--- src/sv/clm_pkg.sv ---
// Shared types and constants for the circular list move engine.
`default_nettype none

package clm_pkg;

   localparam int NODE_W        = 11;
   localparam int MAX_NODES_DEF = 1024;

   localparam logic REQ_MOVE  = 1'b0;
   localparam logic REQ_QUERY = 1'b1;

   typedef struct packed {
      logic              req_type;
      logic [NODE_W-1:0] node_moved;
      logic [NODE_W-1:0] node_target;
   } req_type;

   typedef struct packed {
      logic [NODE_W-1:0] forward_neighbour;
      logic [NODE_W-1:0] backward_neighbour;
      logic              bad_request;
   } rsp_type;

   // link table write selection
   typedef enum logic [2:0] {
      WR_NONE   = 3'd0,
      WR_INIT   = 3'd1,
      WR_UNLINK = 3'd2,
      WR_SPLICE = 3'd3,
      WR_CLOSE  = 3'd4
   } wr_sel_type;

   typedef struct packed {
      logic       load_req;
      logic       cap_x;
      logic       cap_y;
      logic       rd_y;
      logic       load_rsp;
      logic       sweep_step;
      logic       sweep_clr;
      wr_sel_type wr_sel;
   } cmd_type;

   typedef struct packed {
      logic req_x_ok;
      logic go_move;
      logic sweep_last;
   } sts_type;

endpackage

`default_nettype wire

--- src/sv/clm_ctrl.sv ---
// Sequencing state machine for ring rebuild, query and move.
`default_nettype none

module clm_ctrl (
   input  wire logic              clock,
   input  wire logic              reset,
   input  wire logic              req_valid,
   output logic                   req_ready,
   output logic                   rsp_valid,
   input  wire logic              rsp_ready,
   input  wire logic              csr_we,
   input  wire clm_pkg::sts_type  sts,
   output clm_pkg::cmd_type       cmd
);

   typedef enum logic [7:0] {
      S_INIT   = 8'b0000_0001,
      S_IDLE   = 8'b0000_0010,
      S_RD_X   = 8'b0000_0100,
      S_RD_Y   = 8'b0000_1000,
      S_CAP_Y  = 8'b0001_0000,
      S_SPLICE = 8'b0010_0000,
      S_CLOSE  = 8'b0100_0000,
      S_DONE   = 8'b1000_0000
   } state_type;

   state_type state_ff, state_in;
   logic      rsp_valid_ff, rsp_valid_in;

   always_comb begin
      state_in = state_ff;
      cmd      = '0;
      cmd.wr_sel = clm_pkg::WR_NONE;
      unique case (state_ff)
         S_INIT: begin
            cmd.wr_sel     = clm_pkg::WR_INIT;
            cmd.sweep_step = 1'b1;
            if (sts.sweep_last) begin
               state_in = S_IDLE;
            end
         end
         S_IDLE: begin
            if (req_valid) begin
               cmd.load_req = 1'b1;
               state_in     = sts.req_x_ok ? S_RD_X : S_DONE;
            end
         end
         S_RD_X: begin
            state_in = S_RD_Y;
         end
         S_RD_Y: begin
            cmd.cap_x = 1'b1;
            cmd.rd_y  = 1'b1;
            state_in  = sts.go_move ? S_CAP_Y : S_DONE;
         end
         S_CAP_Y: begin
            cmd.cap_y  = 1'b1;
            cmd.wr_sel = clm_pkg::WR_UNLINK;
            state_in   = S_SPLICE;
         end
         S_SPLICE: begin
            cmd.wr_sel = clm_pkg::WR_SPLICE;
            state_in   = S_CLOSE;
         end
         S_CLOSE: begin
            cmd.wr_sel = clm_pkg::WR_CLOSE;
            state_in   = S_DONE;
         end
         S_DONE: begin
            if (!rsp_valid_ff || rsp_ready) begin
               cmd.load_rsp = 1'b1;
               state_in     = S_IDLE;
            end
         end
         default: begin
            state_in = S_INIT;
         end
      endcase
      // a count write restarts the rebuild from the first node
      if (csr_we) begin
         cmd.sweep_clr = 1'b1;
         state_in      = S_INIT;
      end
   end

   always_comb begin
      if (cmd.load_rsp) begin
         rsp_valid_in = 1'b1;
      end else if (rsp_ready) begin
         rsp_valid_in = 1'b0;
      end else begin
         rsp_valid_in = rsp_valid_ff;
      end
   end

   always_ff @(posedge clock) begin
      if (reset) begin
         state_ff     <= S_INIT;
         rsp_valid_ff <= 1'b0;
      end else begin
         state_ff     <= state_in;
         rsp_valid_ff <= rsp_valid_in;
      end
   end

   assign req_ready = (state_ff == S_IDLE);
   assign rsp_valid = rsp_valid_ff;

`ifndef ASSERT_OFF
   a_csr_restarts: assert property (@(posedge clock) disable iff (reset)
      csr_we |=> state_ff == S_INIT)
      else $error("count write did not restart the rebuild");

   a_no_overwrite: assert property (@(posedge clock) disable iff (reset)
      cmd.load_rsp |-> (!rsp_valid_ff || rsp_ready))
      else $error("pending result overwritten");

   a_state_onehot: assert property (@(posedge clock) disable iff (reset)
      $onehot(state_ff))
      else $error("state register not one-hot");
`endif

endmodule

`default_nettype wire

--- config.mk ---
export PLATFORM = sky130hd
export DESIGN_NAME = clm_ctrl
export DESIGN_NICKNAME = d
export VERILOG_FILES = /design/src/sv/clm_pkg.sv /design/src/sv/clm_ctrl.sv
export SDC_FILE = /design/constraint.sdc
export NUM_CORES = 1
export LEC_CHECK = 0
export ABC_AREA = 0
export BUFFER_PORTS_ARGS = -buffer_cell sky130_fd_sc_hd__buf_2
export CAP_MARGIN = 20
export CELL_PAD_IN_SITES_DETAIL_PLACEMENT = 1
export CELL_PAD_IN_SITES_GLOBAL_PLACEMENT = 2
export CORE_ASPECT_RATIO = 0.9
export CORE_MARGIN = 2
export CORE_UTILIZATION = 25
export DETAILED_ROUTE_END_ITERATION = 12
export GPL_TIMING_DRIVEN = 1
export HOLD_SLACK_MARGIN = 0.08
export PLACE_DENSITY = 0.83
export SYNTH_ARGS = -nofsm -noshare
export SYNTH_HDL_FRONTEND = slang
export SYNTH_SLANG_ARGS = --single-unit
--- constraint.sdc ---
create_clock -name clock -period 2.8 [get_ports clock]
set_input_delay 0.28 -clock clock [delete_from_list [all_inputs] [get_ports clock]]
set_output_delay 0.28 -clock clock [all_outputs]
set_load 0.01 [all_outputs]
# [After elaboration in Yosys (flattened, before gate mapping)]
# Cells that the tools add are included.
[classes] muxes=17 n_eq_ne=11 n_reduce_logical=5
[ops] op="one-hot mux 8 bit (8 select lines)" n=1
[ops] op="2-to-1 mux 8 bit" n=5
[ops] op="one-hot mux 3 bit (4 select lines)" n=1
[ops] op="2-to-1 mux 1 bit" n=10
[ops] op="== test 8 x 1 -> 1 bit (second input constant)" n=1
[ops] op="== test 8 x 2 -> 1 bit (second input constant)" n=1
[ops] op="== test 8 x 3 -> 1 bit (second input constant)" n=1
[ops] op="== test 8 x 4 -> 1 bit (second input constant)" n=1
[ops] op="== test 8 x 5 -> 1 bit (second input constant)" n=1
[ops] op="== test 8 x 6 -> 1 bit (second input constant)" n=1
[ops] op="== test 8 x 7 -> 1 bit (second input constant)" n=1
[ops] op="== test 8 bit (second input constant)" n=1
[ops] op="inequality test 2 bit (second input constant)" n=3
[ops] op="AND reduction 3 bit" n=1
[ops] op="nonzero test 2 bit" n=1
[ops] op="OR reduction 2 bit" n=1
[ops] op="logical NOT 1 bit" n=1
[ops] op="logical OR 1 bit" n=1
[word_totals] inputBits=8 elab_cells=35 reg_bits=9 out_inout_bits=12

# [Depth between registers and ports, before layout]
[logic_depth] ltp_word=5 mapped_depth=6 ltp_nobuf=6

# [Worst setup path before layout]
# No wires, ideal clock.
[synth_timing] path_type="register to register" startpoint="reg state_ff[0]" endpoint="reg state_ff[7]" arrival_ps=2143 t_required_ps=2730 n_path_buf=0 synth_period_minus_slack_ps=2213 setup_ps=70 stages_incl_launch_ff=7 setup_slack_ps=587 cell_sequence="dfxtp_1 -> or4_4 -> or4_4 -> nand3_2 -> nor4_2 -> or4b_1 -> a21boi_1"
[synth_via] elab_chain_cells=3 word_cells_on_any_way=13 cone_classes="eq/ne (11); mux (1); reduce/logical (1)"
[synth_lines] element="start, declared" line_no="clm_ctrl.sv:27" source="state_type state_ff, state_in;"
[synth_lines] element="start signal, assigned" line_no="clm_ctrl.sv:101" source="state_ff <= state_in;"
[synth_lines] element="== test 8 bit (tied with other cells)" line_no="clm_ctrl.sv:34" source="unique case (state_ff)"
[synth_lines] element="inequality test 2 bit (no source line)"
[synth_lines] element="AND reduction 3 bit (no source line)"
# Parallel ways exist; a longest one is shown, timed or not.
# A chain may end at the register's enable or synchronous reset.

# [Worst setup path in the final report]
# Ends and elaborated chain as after synthesis.

==> impl_metrics.tcl <==
set metrics [dict create \
    status "finished clean" \
    setup_viol 0 \
    layout_commonest_cell "buf_2" \
    worst_path_most_repeated_cell "or4_4" \
    finalNonFillerCells 112 \
    cts_num_sinks 9 \
    worst_r2r_path_depth 6 \
    diodes 0 \
    min-delay-start "csr_we" \
    cts-buffers-inserted 3 \
    layout_common_cells "buf_2, nor2_1, dfxtp_1" \
    regToRegSetupSlack_ps 460 \
    cp_cell_sequence "or4_4 > or4_4 > nand3_2 > nor4_2 > or4b_1 > a21boi_1" \
    fin_crit_sh 0.837 \
    htree_num_levels 1 \
    met1_usage 0.179 \
    pre_cts_slack_ps 476 \
    grt_use_total 0.129 \
    required_ps 3000 \
    fp.dieH_um 48.3 \
    max_clock_freq_mhz 427 \
    via_per_inst 5.02 \
    firstDrtPassIters 4 \
    slew_viol_final 0 \
    antenna_found_initial 0 \
    grt_overflow_total 0 \
    worst_slack_ps 456 \
    area_growth_pct 24.3 \
    final.min_clock_period_ps 2340 \
    setup_tns_ps 0 \
    top_usage_layer "met2" \
    dieArea_um2 2570 \
    vias 562 \
    holdWs_ps 232 \
    worstMarginPinSlew_ps 469 \
    power.density_nw_per_um2 399 \
    grt_use_met3 0.0278 \
    syn_inst 65 \
    worstPathArrival_ps 2540 \
    leakage_nw 0.322 \
    cp-start-kind "flop" \
    clockBufferDepth 2 \
    critPathMaxFanout 6 \
    min_to "state_ff[6]$_SDFFE_PP0P_" \
    ios 20 \
    hold_buffers 0 \
    core_area_um2 2120 \
    synth_warnings 0 \
    fin_worst_skew_ps 9.49 \
    grt_util_met2 0.181 \
    initial_core_util 0.257 \
    post_cts_buffers 0 \
    grt_pass1_wl_mm 2.39 \
    syn-num-nets 73 \
    clock_latency_ps 270 \
    irDropWorstVdd_mv 0.148 \
    yosysTopAreaCellShare 0.330 \
    place_congestion 0.818 \
    synthTopCellsByArea "dfxtp_1, nand4b_1, nor4_2, nor2_1, buf_4" \
    syn_area_um2 546 \
    clk_pin_slew_ps 70 \
    hold_viol 0 \
    numPlacedInstances 108 \
    maxSlewHeadroom 0.685 \
    post-synth-top-area-cell "dfxtp_1" \
    slowest_stage "or4_4" \
    grt_pass1_vias 519 \
    dp_hpwl_mm 1.20 \
    cap_viol_max_count 0 \
    cp-end-kind "flop" \
    cts-resized-gates 0 \
    fp-row-count 16 \
    p_total_uw 270 \
    worst-setup-path-type "flop to flop" \
    drive_above_1_share 0.341 \
    utilization 0.320 \
    tritoncts "yes" \
    cpPeakStageDelay_ps 570 \
    io_buffers 19 \
    die_x_um 53.2 \
    synth_seq_area_share 0.330 \
    fin_nets 94 \
    wirelength_mm 1.47 \
    dpl-instance-area_um2 652 \
    synth-seq-cells 9 \
    hold_class "primary input to flop" \
    rsz0062_at_grt "no" \
    drtAntennaViolNets 0 \
    whs_path_depth 2 \
    cts-root-buf "clkbuf_4" \
    r2r_start "state_ff[0]$_SDFFE_PP1P_" \
    r2r-end "state_ff[7]$_SDFFE_PP0P_" \
    drt_iter0_drc 9 \
    drc 0 \
    grt_max_degree 8 \
    fillerInstances 282 \
    wl_per_cell_um 13.1 \
    avgSynthCellArea_um2 8.39 \
    stdcell_area_um2 678 \
    synth.distinct_cells 27 \
]
==> kinds of logic (layout without fill, tap and decap cells) <==
| family | Yosys count | in the layout | synth area share |
|---|---|---|---|
| AND/OR/NAND/NOR | 41 | 41 | 0.498 |
| flip-flops | 9 | 9 | 0.330 |
| XOR/XNOR | 1 | 1 | 0.0161 |
| buffers and inverters | 7 | 27 | 0.0688 |
| AO/OA/AOI/OAI | 7 | 7 | 0.0872 |
==> cell usage after synthesis, drive strengths merged <==
library cell / n
or3: 1
or4b: 1
o21ba: 1
buf: 3
inv: 4
and3: 1
nand4b: 5
a31oi: 1
nand2: 6
or2b: 2
nand3: 1
a21boi: 1
or4: 2
o21ai: 1
nor2: 9
nor2b: 1
o22ai: 1
xor2: 1
and2: 1
nand2b: 3
nor4: 6
dfxtp: 9
o211ai: 1
nor3: 2
a21oi: 1
==> area by class of cell <==
| class | count | area, µm² | share of cell area |
|---|---|---|---|
| multi-input cells | 49 | 328 | 0.483 |
| flip-flops and latches | 9 | 180 | 0.266 |
| repair buffers | 19 | 95.1 | 0.140 |
| well taps | 27 | 33.8 | 0.0498 |
| clock buffers | 4 | 26.3 | 0.0387 |
| inverters | 4 | 15.0 | 0.0221 |
==> state kept, by name (all words and copies together) (netlist names) <==
name and flops:
state_ff 8, rsp_valid 1
==> how the worst max path moves through the flow <==
stage / end / startpoint / cells after the start / slack (ps)
finish: state_ff[7]$_SDFFE_PP0P_ / state_ff[0]$_SDFFE_PP1P_ / 6 / 460
global route: state_ff[7]$_SDFFE_PP0P_ / state_ff[0]$_SDFFE_PP1P_ / 6 / 400
CTS: state_ff[7]$_SDFFE_PP0P_ / state_ff[0]$_SDFFE_PP1P_ / 6 / 460
detailed placement: state_ff[7]$_SDFFE_PP0P_ / state_ff[0]$_SDFFE_PP1P_ / 6 / 480
global placement: state_ff[7]$_SDFFE_PP0P_ / state_ff[0]$_SDFFE_PP1P_ / 6 / 540
floorplan: state_ff[7]$_SDFFE_PP0P_ / state_ff[0]$_SDFFE_PP1P_ / 6 / 590
==> power breakdown <==
group | switching (mW) | internal, mW
sequential | 0.00282 | 0.130
clock | 0.0494 | 0.0551
combinational | 0.0178 | 0.0156
==> critical path: cells and delay by family (launching register included) <==
family | cells | cell delay [ps]
DFF | 1 | 360
and+or+nand+nor | 5 | 1770
AOI/OAI and AO/OA | 1 | 150
==> routing by layer <==
layer | part of all wire | vias to the layer above
met3 | 0.062 | 5
met4 | 0.029 | 0
met1 | 0.47 | 265
li1 | - | 273
met5 | 0 | -
met2 | 0.44 | 19
No activity file was read; power rests on OpenSTA's default activity.
